**config.mk**
```make
export PLATFORM = sky130hd
export DESIGN_NAME = wav_riff_header_parser
export DESIGN_NICKNAME = d
export VERILOG_FILES = /design/src/hdl/wrh_pkg.sv /design/src/hdl/wav_riff_header_parser.sv /design/src/hdl/wrh_div.sv /design/src/hdl/wrh_datapath.sv /design/src/hdl/wrh_ctrl.sv
export SDC_FILE = /design/constraint.sdc
export NUM_CORES = 2
export LEC_CHECK = 0
export ABC_AREA = 1
export BUFFER_PORTS_ARGS = -buffer_cell sky130_fd_sc_hd__buf_2
export CORE_MARGIN = 4
export CORE_UTILIZATION = 60
export DETAILED_ROUTE_END_ITERATION = 16
export PLACE_DENSITY = 0.79
export SKIP_LAST_GASP = 1
export SLEW_MARGIN = 20
export SYNTH_ARGS = -nofsm -noshare
export SYNTH_HDL_FRONTEND = slang
export SYNTH_SLANG_ARGS = --single-unit
```
**constraint.sdc**
```tcl
create_clock -name clock -period 10.73 [get_ports clock]
set_input_delay 1.6095 -clock clock [delete_from_list [all_inputs] [get_ports clock]]
set_output_delay 1.6095 -clock clock [all_outputs]
set_load 0.01 [all_outputs]
```
**src/hdl/wrh_pkg.sv**
```systemverilog
package wrh_pkg;

   localparam int OFFSET_BITS = 32;
   localparam int CSR_ADDR_BITS = 5;
   localparam int DIVIDEND_BITS = 32;
   localparam int DIVISOR_BITS = 13;
   localparam int DIV_COUNT_BITS = 5;

   localparam logic [31:0] TAG_RIFF = 32'h5249_4646;
   localparam logic [31:0] TAG_WAVE = 32'h5741_5645;
   localparam logic [31:0] TAG_FMT = 32'h666D_7420;
   localparam logic [31:0] TAG_DATA = 32'h6461_7461;

   localparam logic [15:0] RST_AUDIO_FORMAT = 16'd1;
   localparam logic [31:0] RST_SAMPLE_RATE = 32'd48000;
   localparam logic [5:0] RST_BITS_PER_SAMPLE = 6'd16;
   localparam logic [15:0] RST_CHANNELS = 16'd1;
   localparam logic [7:0] RST_MAX_CHUNKS = 8'd32;

   localparam logic [2:0] REG_AUDIO_FORMAT = 3'd0;
   localparam logic [2:0] REG_SAMPLE_RATE = 3'd1;
   localparam logic [2:0] REG_BITS_PER_SAMPLE = 3'd2;
   localparam logic [2:0] REG_CHANNELS = 3'd3;
   localparam logic [2:0] REG_MAX_CHUNKS = 3'd4;

   typedef enum logic [2:0] {
      ST_OK = 3'd0,
      ST_NO_RIFF = 3'd1,
      ST_NO_WAVE = 3'd2,
      ST_NO_FMT = 3'd3,
      ST_FMT_SHORT = 3'd4,
      ST_NO_DATA = 3'd5,
      ST_TRUNCATED = 3'd6,
      ST_UNSUPPORTED = 3'd7
   } status_type;

   typedef enum logic [2:0] {
      MODE_IDLE = 3'd0,
      MODE_TAG = 3'd1,
      MODE_COUNT = 3'd2,
      MODE_HDR = 3'd3,
      MODE_FMT = 3'd4,
      MODE_SKIP = 3'd5
   } dp_mode_type;

   typedef struct packed {
      logic step;
      logic restart;
      dp_mode_type mode;
   } dp_cmd_type;

   typedef struct packed {
      logic idx_last;
      logic tag_riff;
      logic tag_wave;
      logic tag_fmt;
      logic tag_data;
      logic len_short;
      logic limit_hit;
      logic skip_zero;
      logic skip_last;
   } dp_status_type;

   typedef struct packed {
      logic emit;
      status_type code;
      logic found;
      logic busy;
   } ctrl_out_type;

   typedef struct packed {
      logic [7:0] byte_value;
      logic first_byte;
      logic last_byte;
   } req_data_type;

   typedef struct packed {
      status_type status;
      logic [31:0] data_offset;
      logic [31:0] sample_count;
      logic [15:0] audio_format;
      logic [15:0] channel_count;
      logic [31:0] sample_rate;
      logic [15:0] bits_per_sample;
   } rsp_data_type;

endpackage

```
**src/hdl/wav_riff_header_parser.sv**
```systemverilog
// RIFF/WAVE header parser.
// The req channel carries the file one byte per request; first_byte restarts
// the parse with that byte at offset zero and last_byte marks the file end.
// The rsp channel returns one result per parse: a status, the offset of the
// first sample byte, the sample count and the fields of the fmt chunk.
// Header bytes are taken one per cycle while no result waits on rsp_ready.
// A result caused by a rejected or truncated file is registered and
// presented in the cycle after the byte that caused it. When the data
// chunk is found, the sample count comes from a 32-step shift-subtract
// divider and req_ready stays low while it runs. Bytes after a result are
// taken and dropped until first_byte. A result waiting on rsp_ready holds
// req_ready low; the output register then frees in the cycle it is taken.
// The csr port holds the required format, channels, rate and bit depth and
// the per-search chunk limit; write it only while no parse is running.
// Reset returns the parser to waiting for the RIFF tag, drops any pending
// result and restores the register defaults.
module wav_riff_header_parser (
   input logic clock,
   input logic reset,
   input logic req_valid,
   output logic req_ready,
   input wrh_pkg::req_data_type req_data,
   output logic rsp_valid,
   input logic rsp_ready,
   output wrh_pkg::rsp_data_type rsp_data,
   input logic csr_psel,
   input logic csr_penable,
   input logic csr_pwrite,
   input logic [wrh_pkg::CSR_ADDR_BITS-1:0] csr_paddr,
   input logic [31:0] csr_pwdata,
   output logic [31:0] csr_prdata,
   output logic csr_pready
);

   logic [15:0] cfg_format_ff;
   logic [31:0] cfg_rate_ff;
   logic [5:0] cfg_bits_ff;
   logic [15:0] cfg_channels_ff;
   logic [7:0] cfg_max_chunks_ff;

   logic fire;
   logic csr_write;
   logic [2:0] csr_index;

   wrh_pkg::dp_cmd_type cmd;
   wrh_pkg::dp_status_type dp_status;
   wrh_pkg::ctrl_out_type ctrl_out;

   logic [31:0] length_full;
   logic [63:0] fmt_fields_next;
   logic [15:0] fmt_bits_next;
   logic [wrh_pkg::OFFSET_BITS-1:0] position_next;
   logic div_done;
   logic [31:0] quotient;
   logic [12:0] sample_bytes;
   logic format_match;

   logic rsp_valid_ff;
   wrh_pkg::rsp_data_type rsp_ff;
   logic bps_zero_ff;

   assign csr_pready = 1'b1;
   assign csr_write = csr_psel && csr_penable && csr_pwrite;
   assign csr_index = csr_paddr[4:2];

   always_ff @(posedge clock) begin
      if (reset) begin
         cfg_format_ff <= wrh_pkg::RST_AUDIO_FORMAT;
         cfg_rate_ff <= wrh_pkg::RST_SAMPLE_RATE;
         cfg_bits_ff <= wrh_pkg::RST_BITS_PER_SAMPLE;
         cfg_channels_ff <= wrh_pkg::RST_CHANNELS;
         cfg_max_chunks_ff <= wrh_pkg::RST_MAX_CHUNKS;
      end else if (csr_write) begin
         unique case (csr_index)
            wrh_pkg::REG_AUDIO_FORMAT: cfg_format_ff <= csr_pwdata[15:0];
            wrh_pkg::REG_SAMPLE_RATE: cfg_rate_ff <= csr_pwdata;
            wrh_pkg::REG_BITS_PER_SAMPLE: cfg_bits_ff <= csr_pwdata[5:0];
            wrh_pkg::REG_CHANNELS: cfg_channels_ff <= csr_pwdata[15:0];
            wrh_pkg::REG_MAX_CHUNKS: cfg_max_chunks_ff <= csr_pwdata[7:0];
            default: begin
            end
         endcase
      end
   end

   always_comb begin
      unique case (csr_index)
         wrh_pkg::REG_AUDIO_FORMAT: csr_prdata = {16'd0, cfg_format_ff};
         wrh_pkg::REG_SAMPLE_RATE: csr_prdata = cfg_rate_ff;
         wrh_pkg::REG_BITS_PER_SAMPLE: csr_prdata = {26'd0, cfg_bits_ff};
         wrh_pkg::REG_CHANNELS: csr_prdata = {16'd0, cfg_channels_ff};
         wrh_pkg::REG_MAX_CHUNKS: csr_prdata = {24'd0, cfg_max_chunks_ff};
         default: csr_prdata = 32'd0;
      endcase
   end

   assign req_ready = !ctrl_out.busy && (!rsp_valid_ff || rsp_ready);
   assign fire = req_valid && req_ready;

   wrh_ctrl u_ctrl (
      .clock(clock),
      .reset(reset),
      .fire(fire),
      .first_byte(req_data.first_byte),
      .last_byte(req_data.last_byte),
      .status(dp_status),
      .div_done(div_done),
      .cmd(cmd),
      .ctrl_out(ctrl_out)
   );

   wrh_datapath u_datapath (
      .clock(clock),
      .reset(reset),
      .cmd(cmd),
      .byte_value(req_data.byte_value),
      .max_chunks(cfg_max_chunks_ff),
      .status(dp_status),
      .length_full(length_full),
      .fmt_fields_next(fmt_fields_next),
      .fmt_bits_next(fmt_bits_next),
      .position_next(position_next)
   );

   assign sample_bytes = fmt_bits_next[15:3];

   wrh_div u_div (
      .clock(clock),
      .reset(reset),
      .start(ctrl_out.found),
      .dividend(length_full),
      .divisor(sample_bytes),
      .done(div_done),
      .quotient(quotient)
   );

   assign format_match = (fmt_fields_next[15:0] == cfg_format_ff)
                      && (fmt_fields_next[31:16] == cfg_channels_ff)
                      && (fmt_fields_next[63:32] == cfg_rate_ff)
                      && (fmt_bits_next == {10'd0, cfg_bits_ff});

   always_ff @(posedge clock) begin
      if (ctrl_out.emit || ctrl_out.found) begin
         rsp_ff.audio_format <= fmt_fields_next[15:0];
         rsp_ff.channel_count <= fmt_fields_next[31:16];
         rsp_ff.sample_rate <= fmt_fields_next[63:32];
         rsp_ff.bits_per_sample <= fmt_bits_next;
         rsp_ff.sample_count <= '0;
      end
      if (ctrl_out.emit) begin
         rsp_ff.status <= ctrl_out.code;
         rsp_ff.data_offset <= '0;
      end else if (ctrl_out.found) begin
         rsp_ff.status <= format_match ? wrh_pkg::ST_OK : wrh_pkg::ST_UNSUPPORTED;
         rsp_ff.data_offset <= 32'(position_next);
         bps_zero_ff <= sample_bytes == '0;
      end
      if (div_done) begin
         rsp_ff.sample_count <= bps_zero_ff ? '0 : quotient;
      end
   end

   always_ff @(posedge clock) begin
      if (reset) begin
         rsp_valid_ff <= 1'b0;
      end else if (ctrl_out.emit || div_done) begin
         rsp_valid_ff <= 1'b1;
      end else if (rsp_ready) begin
         rsp_valid_ff <= 1'b0;
      end
   end

   assign rsp_valid = rsp_valid_ff;
   assign rsp_data = rsp_ff;

endmodule

```
**src/hdl/wrh_div.sv**
```systemverilog
module wrh_div (
   input logic clock,
   input logic reset,
   input logic start,
   input logic [wrh_pkg::DIVIDEND_BITS-1:0] dividend,
   input logic [wrh_pkg::DIVISOR_BITS-1:0] divisor,
   output logic done,
   output logic [wrh_pkg::DIVIDEND_BITS-1:0] quotient
);

   logic active_ff;
   logic done_ff;
   logic [wrh_pkg::DIV_COUNT_BITS-1:0] count_ff;
   logic [wrh_pkg::DIVIDEND_BITS-1:0] quo_ff;
   logic [wrh_pkg::DIVISOR_BITS-1:0] rem_ff;
   logic [wrh_pkg::DIVISOR_BITS-1:0] divisor_ff;
   logic [wrh_pkg::DIVISOR_BITS:0] rem_shift;
   logic [wrh_pkg::DIVISOR_BITS:0] rem_diff;
   logic fits;

   // One restoring step per cycle, most significant quotient bit first.
   always_comb begin
      rem_shift = {rem_ff, quo_ff[wrh_pkg::DIVIDEND_BITS-1]};
      fits = rem_shift >= {1'b0, divisor_ff};
      rem_diff = rem_shift - {1'b0, divisor_ff};
   end

   always_ff @(posedge clock) begin
      if (reset) begin
         active_ff <= 1'b0;
         done_ff <= 1'b0;
         count_ff <= '0;
      end else begin
         done_ff <= active_ff && (count_ff == '1);
         if (start) begin
            active_ff <= 1'b1;
            count_ff <= '0;
         end else if (active_ff) begin
            count_ff <= count_ff + 1'b1;
            if (count_ff == '1) begin
               active_ff <= 1'b0;
            end
         end
      end
   end

   always_ff @(posedge clock) begin
      if (start) begin
         quo_ff <= dividend;
         rem_ff <= '0;
         divisor_ff <= divisor;
      end else if (active_ff) begin
         quo_ff <= {quo_ff[wrh_pkg::DIVIDEND_BITS-2:0], fits};
         rem_ff <= fits ? rem_diff[wrh_pkg::DIVISOR_BITS-1:0]
                        : rem_shift[wrh_pkg::DIVISOR_BITS-1:0];
      end
   end

   assign done = done_ff;
   assign quotient = quo_ff;

endmodule

```
**src/hdl/wrh_datapath.sv**
```systemverilog
module wrh_datapath (
   input logic clock,
   input logic reset,
   input wrh_pkg::dp_cmd_type cmd,
   input logic [7:0] byte_value,
   input logic [7:0] max_chunks,
   output wrh_pkg::dp_status_type status,
   output logic [31:0] length_full,
   output logic [63:0] fmt_fields_next,
   output logic [15:0] fmt_bits_next,
   output logic [wrh_pkg::OFFSET_BITS-1:0] position_next
);

   logic [3:0] idx_ff, idx_in, idx_eff;
   logic [31:0] tag_ff, tag_in, tag_eff;
   logic [31:0] len_ff, len_in, len_eff;
   logic [32:0] skip_ff, skip_in, skip_eff;
   logic [7:0] chunks_ff, chunks_in, chunks_eff;
   logic [wrh_pkg::OFFSET_BITS-1:0] pos_ff, pos_in, pos_eff;
   logic [31:0] fmt_len_ff, fmt_len_in, fmt_len_eff;
   logic [63:0] fields_ff, fields_in, fields_eff;
   logic [15:0] bits_ff, bits_in, bits_eff;

   logic [31:0] tag_shift;
   logic [32:0] hdr_amount;
   logic [32:0] tail_amount;
   logic [7:0] chunks_next;
   logic [7:0] limit;

   always_comb begin
      // A restarting request sees the cleared parse state.
      idx_eff = cmd.restart ? '0 : idx_ff;
      tag_eff = cmd.restart ? '0 : tag_ff;
      len_eff = cmd.restart ? '0 : len_ff;
      skip_eff = cmd.restart ? '0 : skip_ff;
      chunks_eff = cmd.restart ? '0 : chunks_ff;
      pos_eff = cmd.restart ? '0 : pos_ff;
      fmt_len_eff = cmd.restart ? '0 : fmt_len_ff;
      fields_eff = cmd.restart ? '0 : fields_ff;
      bits_eff = cmd.restart ? '0 : bits_ff;

      tag_shift = {tag_eff[23:0], byte_value};
      length_full = {byte_value, len_eff[23:0]};
      hdr_amount = {1'b0, length_full} + {32'd0, length_full[0]};
      tail_amount = {1'b0, fmt_len_eff} - 33'd16 + {32'd0, fmt_len_eff[0]};
      chunks_next = (chunks_eff == 8'hFF) ? chunks_eff : chunks_eff + 8'd1;
      limit = (max_chunks == 8'd0) ? 8'd1 : max_chunks;

      status.tag_riff = tag_shift == wrh_pkg::TAG_RIFF;
      status.tag_wave = tag_shift == wrh_pkg::TAG_WAVE;
      status.tag_fmt = tag_eff == wrh_pkg::TAG_FMT;
      status.tag_data = tag_eff == wrh_pkg::TAG_DATA;
      status.len_short = length_full < 32'd16;
      status.limit_hit = chunks_next >= limit;
      status.skip_zero = (cmd.mode == wrh_pkg::MODE_FMT) ? (tail_amount == '0)
                                                          : (hdr_amount == '0);
      status.skip_last = skip_eff <= 33'd1;

      unique case (cmd.mode)
         wrh_pkg::MODE_TAG, wrh_pkg::MODE_COUNT: status.idx_last = idx_eff == 4'd3;
         wrh_pkg::MODE_HDR: status.idx_last = idx_eff == 4'd7;
         wrh_pkg::MODE_FMT: status.idx_last = idx_eff == 4'd15;
         default: status.idx_last = 1'b0;
      endcase

      idx_in = status.idx_last ? 4'd0 : idx_eff + 4'd1;
      tag_in = tag_eff;
      len_in = len_eff;
      skip_in = skip_eff;
      chunks_in = chunks_eff;
      pos_in = pos_eff + 1'b1;
      fmt_len_in = fmt_len_eff;
      fields_in = fields_eff;
      bits_in = bits_eff;

      unique case (cmd.mode)
         wrh_pkg::MODE_TAG: begin
            tag_in = status.idx_last ? '0 : tag_shift;
         end
         wrh_pkg::MODE_COUNT: begin
         end
         wrh_pkg::MODE_HDR: begin
            if (idx_eff < 4'd4) begin
               tag_in = tag_shift;
            end else begin
               len_in = len_eff | ({24'd0, byte_value} << {idx_eff[1:0], 3'b000});
            end
            if (status.idx_last) begin
               tag_in = '0;
               len_in = '0;
               skip_in = hdr_amount;
               fmt_len_in = length_full;
               chunks_in = chunks_next;
            end
         end
         wrh_pkg::MODE_FMT: begin
            if (idx_eff < 4'd8) begin
               fields_in = fields_eff | ({56'd0, byte_value} << {idx_eff[2:0], 3'b000});
            end else if (idx_eff == 4'd14) begin
               bits_in[7:0] = byte_value;
            end else if (idx_eff == 4'd15) begin
               bits_in[15:8] = byte_value;
            end
            if (status.idx_last) begin
               tag_in = '0;
               len_in = '0;
               chunks_in = '0;
               skip_in = tail_amount;
            end
         end
         wrh_pkg::MODE_SKIP: begin
            idx_in = '0;
            if (skip_eff != '0) begin
               skip_in = skip_eff - 33'd1;
            end
         end
         default: begin
            idx_in = idx_eff;
            pos_in = pos_eff;
         end
      endcase
   end

   always_ff @(posedge clock) begin
      if (reset) begin
         idx_ff <= '0;
         tag_ff <= '0;
         len_ff <= '0;
         skip_ff <= '0;
         chunks_ff <= '0;
         pos_ff <= '0;
         fmt_len_ff <= '0;
         fields_ff <= '0;
         bits_ff <= '0;
      end else if (cmd.step) begin
         idx_ff <= idx_in;
         tag_ff <= tag_in;
         len_ff <= len_in;
         skip_ff <= skip_in;
         chunks_ff <= chunks_in;
         pos_ff <= pos_in;
         fmt_len_ff <= fmt_len_in;
         fields_ff <= fields_in;
         bits_ff <= bits_in;
      end
   end

   assign fmt_fields_next = cmd.step ? fields_in : fields_eff;
   assign fmt_bits_next = cmd.step ? bits_in : bits_eff;
   assign position_next = pos_in;

endmodule

```
**src/hdl/wrh_ctrl.sv**
```systemverilog
module wrh_ctrl (
   input logic clock,
   input logic reset,
   input logic fire,
   input logic first_byte,
   input logic last_byte,
   input wrh_pkg::dp_status_type status,
   input logic div_done,
   output wrh_pkg::dp_cmd_type cmd,
   output wrh_pkg::ctrl_out_type ctrl_out
);

   typedef enum logic [10:0] {
      S_RIFF = 11'b000_0000_0001,
      S_RSIZE = 11'b000_0000_0010,
      S_WAVE = 11'b000_0000_0100,
      S_HDR_FMT = 11'b000_0000_1000,
      S_FMT_BODY = 11'b000_0001_0000,
      S_SKIP_FMT = 11'b000_0010_0000,
      S_SKIP_TAIL = 11'b000_0100_0000,
      S_HDR_DATA = 11'b000_1000_0000,
      S_SKIP_DATA = 11'b001_0000_0000,
      S_DIVIDE = 11'b010_0000_0000,
      S_DONE = 11'b100_0000_0000
   } state_type;

   state_type state_ff, state_in, phase_eff;

   always_comb begin
      cmd.restart = fire && first_byte;
      phase_eff = cmd.restart ? S_RIFF : state_ff;
      cmd.step = fire && (phase_eff != S_DONE) && (phase_eff != S_DIVIDE);

      unique case (phase_eff)
         S_RIFF, S_WAVE: cmd.mode = wrh_pkg::MODE_TAG;
         S_RSIZE: cmd.mode = wrh_pkg::MODE_COUNT;
         S_HDR_FMT, S_HDR_DATA: cmd.mode = wrh_pkg::MODE_HDR;
         S_FMT_BODY: cmd.mode = wrh_pkg::MODE_FMT;
         S_SKIP_FMT, S_SKIP_TAIL, S_SKIP_DATA: cmd.mode = wrh_pkg::MODE_SKIP;
         default: cmd.mode = wrh_pkg::MODE_IDLE;
      endcase

      state_in = phase_eff;
      ctrl_out.emit = 1'b0;
      ctrl_out.code = wrh_pkg::ST_OK;
      ctrl_out.found = 1'b0;
      ctrl_out.busy = state_ff == S_DIVIDE;

      if (cmd.step) begin
         unique case (phase_eff)
            S_RIFF: begin
               if (status.idx_last) begin
                  if (status.tag_riff) begin
                     state_in = S_RSIZE;
                  end else begin
                     ctrl_out.emit = 1'b1;
                     ctrl_out.code = wrh_pkg::ST_NO_RIFF;
                  end
               end
            end
            S_RSIZE: begin
               if (status.idx_last) begin
                  state_in = S_WAVE;
               end
            end
            S_WAVE: begin
               if (status.idx_last) begin
                  if (status.tag_wave) begin
                     state_in = S_HDR_FMT;
                  end else begin
                     ctrl_out.emit = 1'b1;
                     ctrl_out.code = wrh_pkg::ST_NO_WAVE;
                  end
               end
            end
            S_HDR_FMT: begin
               if (status.idx_last) begin
                  if (status.tag_fmt) begin
                     if (status.len_short) begin
                        ctrl_out.emit = 1'b1;
                        ctrl_out.code = wrh_pkg::ST_FMT_SHORT;
                     end else begin
                        state_in = S_FMT_BODY;
                     end
                  end else if (status.limit_hit) begin
                     ctrl_out.emit = 1'b1;
                     ctrl_out.code = wrh_pkg::ST_NO_FMT;
                  end else begin
                     state_in = status.skip_zero ? S_HDR_FMT : S_SKIP_FMT;
                  end
               end
            end
            S_FMT_BODY: begin
               if (status.idx_last) begin
                  state_in = status.skip_zero ? S_HDR_DATA : S_SKIP_TAIL;
               end
            end
            S_HDR_DATA: begin
               if (status.idx_last) begin
                  if (status.tag_data) begin
                     ctrl_out.found = 1'b1;
                     state_in = S_DIVIDE;
                  end else if (status.limit_hit) begin
                     ctrl_out.emit = 1'b1;
                     ctrl_out.code = wrh_pkg::ST_NO_DATA;
                  end else begin
                     state_in = status.skip_zero ? S_HDR_DATA : S_SKIP_DATA;
                  end
               end
            end
            S_SKIP_FMT: begin
               if (status.skip_last) begin
                  state_in = S_HDR_FMT;
               end
            end
            S_SKIP_TAIL, S_SKIP_DATA: begin
               if (status.skip_last) begin
                  state_in = S_HDR_DATA;
               end
            end
            default: begin
               state_in = S_RIFF;
            end
         endcase

         // The file ended before the parse reached a verdict.
         if (!ctrl_out.emit && !ctrl_out.found && last_byte) begin
            ctrl_out.emit = 1'b1;
            ctrl_out.code = wrh_pkg::ST_TRUNCATED;
         end
         if (ctrl_out.emit) begin
            state_in = S_DONE;
         end
      end

      if (state_ff == S_DIVIDE && div_done) begin
         state_in = S_DONE;
      end
   end

   always_ff @(posedge clock) begin
      if (reset) begin
         state_ff <= S_RIFF;
      end else begin
         state_ff <= state_in;
      end
   end

endmodule

```
==> impl_metrics.sql <==
INSERT INTO impl_metrics (metric_group, metric, value, unit) VALUES
('sta', 'slew_headroom', '26.55', '%'),
('hold_path', 'min_path_type', 'reg2reg', ''),
('sta', 'final.setup.tns', '0', 'ps'),
('cells_and_area', 'area_growth', '10.04', '%'),
('cells_and_area', 'multi_input_comb_area', '0.01633', 'sq mm'),
('clock_network', 'post_cts.repair.setup_buffers', '0', ''),
('power', 'max-vdd-ir-drop', '149.1', 'uV'),
('die', 'die_w', '239.4', 'microns'),
('yosys', 'most_instantiated_flip_flop_cell_in_the_synthesis_netlist', 'sky130_fd_sc_hd__dfxtp_1', ''),
('clock_network', 'cts_tree', 'done', ''),
('route', 'route.detailed.vias_per_inst', '5.990', ''),
('setup_path', 'crit_chain', 'buf_2, inv_1, nand2_1, nand4_4, buf_4, nand2_1, inv_2, nor2_4, nand2_1, nor2_4, buf_4, nand2_2, nand2_4, nand2_2, nor2_4, inv_1, nand2_4, buf_4', ''),
('cells_and_area', 'drive_gt1_share', '9.712', '%'),
('sta', 'timing.final.ws_setup', '3417', 'ps'),
('clock_network', 'maximum_clock_path_buffer_count', '3', ''),
('cells_and_area', 'final_common_cell', 'sky130_fd_sc_hd__nand2_1', ''),
('sta', 'final.hold.worst_slack', '460.6', 'ps'),
('die', 'core_area', '0.05276', 'sq mm'),
('die', 'io-pin-count', '236', ''),
('die', 'floorplan.die_area', '0.05732', 'sq mm'),
('clock_network', 'cts-buffers-inserted', '56', ''),
('sta', 'slew_violations', '0', ''),
('yosys', 'syn-num-nets', '4780', ''),
('route', 'drt.antenna.violating_nets', '0', ''),
('setup_path', 'cp_slowest_cell', 'sky130_fd_sc_hd__nand2_4', ''),
('global_route', 'globalRoute.totalOverflow', '0', ''),
('cells_and_area', 'final_core_util', '67.02', '%'),
('route', 'routedLengthMet1', '45.17', 'mm'),
('power', 'sw_frac_of_total', '28.47', '%'),
('clock_network', 'post_cts.resized_instances', '0', ''),
('run_status', 'outcome', 'completed', ''),
('power', 'cellPowerDensity', '144.0', 'mW/mm^2'),
('power', 'pwr-share-comb', '13.0', '%'),
('route', 'first_pass_iters', '9', ''),
('setup_path', 'critical_path.max_stage_delay', '800', 'ps'),
('yosys', 'synth_edf_count', '161', ''),
('yosys', 'netlist.top_cell.by_area', 'sky130_fd_sc_hd__dfxtp_1', ''),
('clock_network', 'ctsRootBufferMaster', 'sky130_fd_sc_hd__clkbuf_16', ''),
('setup_path', 'cp_data_arrival_time', '7630', 'ps'),
('yosys', 'synthArstFlopShare', '0', '%'),
('sta', 'finClkSkew', '33.02', 'ps'),
('yosys', 'synthDominantCellAreaShare', '24.11', '%'),
('route', 'route.top_layer_used', 'met5', ''),
('power', 'p_int', '3642', 'uW'),
('placement', 'gpl_wtd_cong', '1.068', ''),
('route', 'drt_iter0_markers', '4532', ''),
('cells_and_area', 'finish.instance_area', '0.03536', 'sq mm'),
('global_route', 'grt_first_pass_wirelength', '166.7', 'mm'),
('setup_path', 'worst-setup-path-type', 'in2reg', ''),
('sta', 'finalSetupViolCount', '0', ''),
('global_route', 'number_of_global_route_vias_before_repair', '29230', ''),
('sta', 'maxClockFrequency', '136.7', 'MHz'),
('placement', 'io_buffers', '232', ''),
('die', 'initial_core_util', '60.91', '%'),
('global_route', 'grt_max_degree', '110', ''),
('yosys', 'synth_top_cells_by_area', 'sky130_fd_sc_hd__dfxtp_1 24%, sky130_fd_sc_hd__edfxtp_1 15%, sky130_fd_sc_hd__nand2_1 14%', ''),
('clock_network', 'cts_hold_buffers', '0', ''),
('die', 'rows', '84', ''),
('power', 'clockPowerShare', '43.1', '%'),
('route', 'drt_wl_total', '109.8', 'mm'),
('yosys', 'post_synth_instance_area', '0.03213', 'sq mm'),
('setup_path', 'crit_path_end_kind', 'register', ''),
('setup_path', 'critical_path.max_fanout', '67', ''),
('clock_network', 'worst_skew_pair.late_latency', '650', 'ps'),
('placement', 'hpwl', '77.24', 'mm'),
('cells_and_area', 'filler_cells_inserted', '4672', ''),
('sta', 'rsz0062_at_grt', 'no', ''),
('clock_network', 'clock_sink_count', '548', ''),
('setup_path', 'worstSetupStartpointType', 'input port', ''),
('cells_and_area', 'final-seq-area', '0.01258', 'sq mm'),
('sta', 'timing.final.crit_share', '68.16', '%');
==> power groups by stage <==
stage | registers [uW] | clock network, uW | logic (uW)
after floorplan | 2280 | 0 | 436
after global placement | 2270 | 0 | 628
after detailed placement | 2270 | 0 | 634
after CTS | 2230 | 2210 | 638
after global routing | 2240 | 2300 | 715
final | 2230 | 2190 | 664
==> logic make-up after synthesis <==
logic type / share of synthesized area (%)
AOI/OAI and AO/OA: 15.48
xor gates and xnor gates: 3.461
adders and majority gates: 1.347
buffers and inverters: 10.20
DFF: 39.15
other: 0.01167
and+or+nand+nor: 30.35
==> path summary, 6_finish.rpt <==
check                                             endpoint  cells after the start  slack, ps                           from
worst max-delay path               rsp_data[146]$_DFFE_PP_                     18       3420                      rsp_ready
worst min-delay path            rsp_data[119]$_SDFFE_PP0P_                      2        460     rsp_data[119]$_SDFFE_PP0P_
worst max register to register     rsp_data[146]$_DFFE_PP_                     19       3910  u_ctrl.state_ff[6]$_SDFF_PP0_
worst min register to register  rsp_data[119]$_SDFFE_PP0P_                      2        460     rsp_data[119]$_SDFFE_PP0P_
==> flip-flops by register name, indices dropped and copies added (netlist names), 16 cells and up <==
name                   cells
u_datapath.skip_ff        33
cfg_channels_ff           16
u_datapath.len_ff         24
u_div.quotient            32
u_datapath.fmt_len_ff     32
u_datapath.fields_ff      64
u_datapath.bits_ff        16
rsp_data                 147
u_datapath.tag_ff         32
u_datapath.pos_ff         32
cfg_format_ff             16
cfg_rate_ff               32
==> layer usage <==
layer	GRT usage, %	vias up
met2	55.13	1994
met1	52.22	15070
met5	0	-
li1	-	15630
met4	12.58	2
met3	8.417	306
==> through the flow <==
step | std cells | total power [uW]
floorplan | 4692 | 2712
global placement | 5401 | 2901
detailed placement | 5401 | 2908
CTS | 5507 | 5074
global route | 5508 | 5250
finish | 5509 | 5091
==> synth_stat cells, drive strengths merged (5+ instances only) <==
cell,count
a22oi,8
nor4,31
nor2,515
inv,542
o41ai,10
a221oi,6
nand2,1240
nand3,298
o2111ai,5
xor2,95
buf,109
o221ai,29
edfxtp,161
o22ai,18
clkbuf,140
a21oi,241
nor3,94
o21ai,455
xnor2,32
nand4,100
a31oi,73
ha,33
o211ai,30
dfxtp,387
==> worst max-delay path, delay by kind of cell <==
kind,cells,cell delay [ps]
buffers and inverters,7,2070
AND/OR/NAND/NOR,11,3770
==> cell type report <==
cell class	count	area share, %
multi-input cells	3352	46.18
flip-flops and latches	548	35.58
inverters	543	5.800
clock buffers	67	4.374
repair buffers	270	4.108
well taps	688	2.434
clock inverters	39	1.507
diodes	2	0.01415
Note: power is estimated with default switching activity, not from simulation.
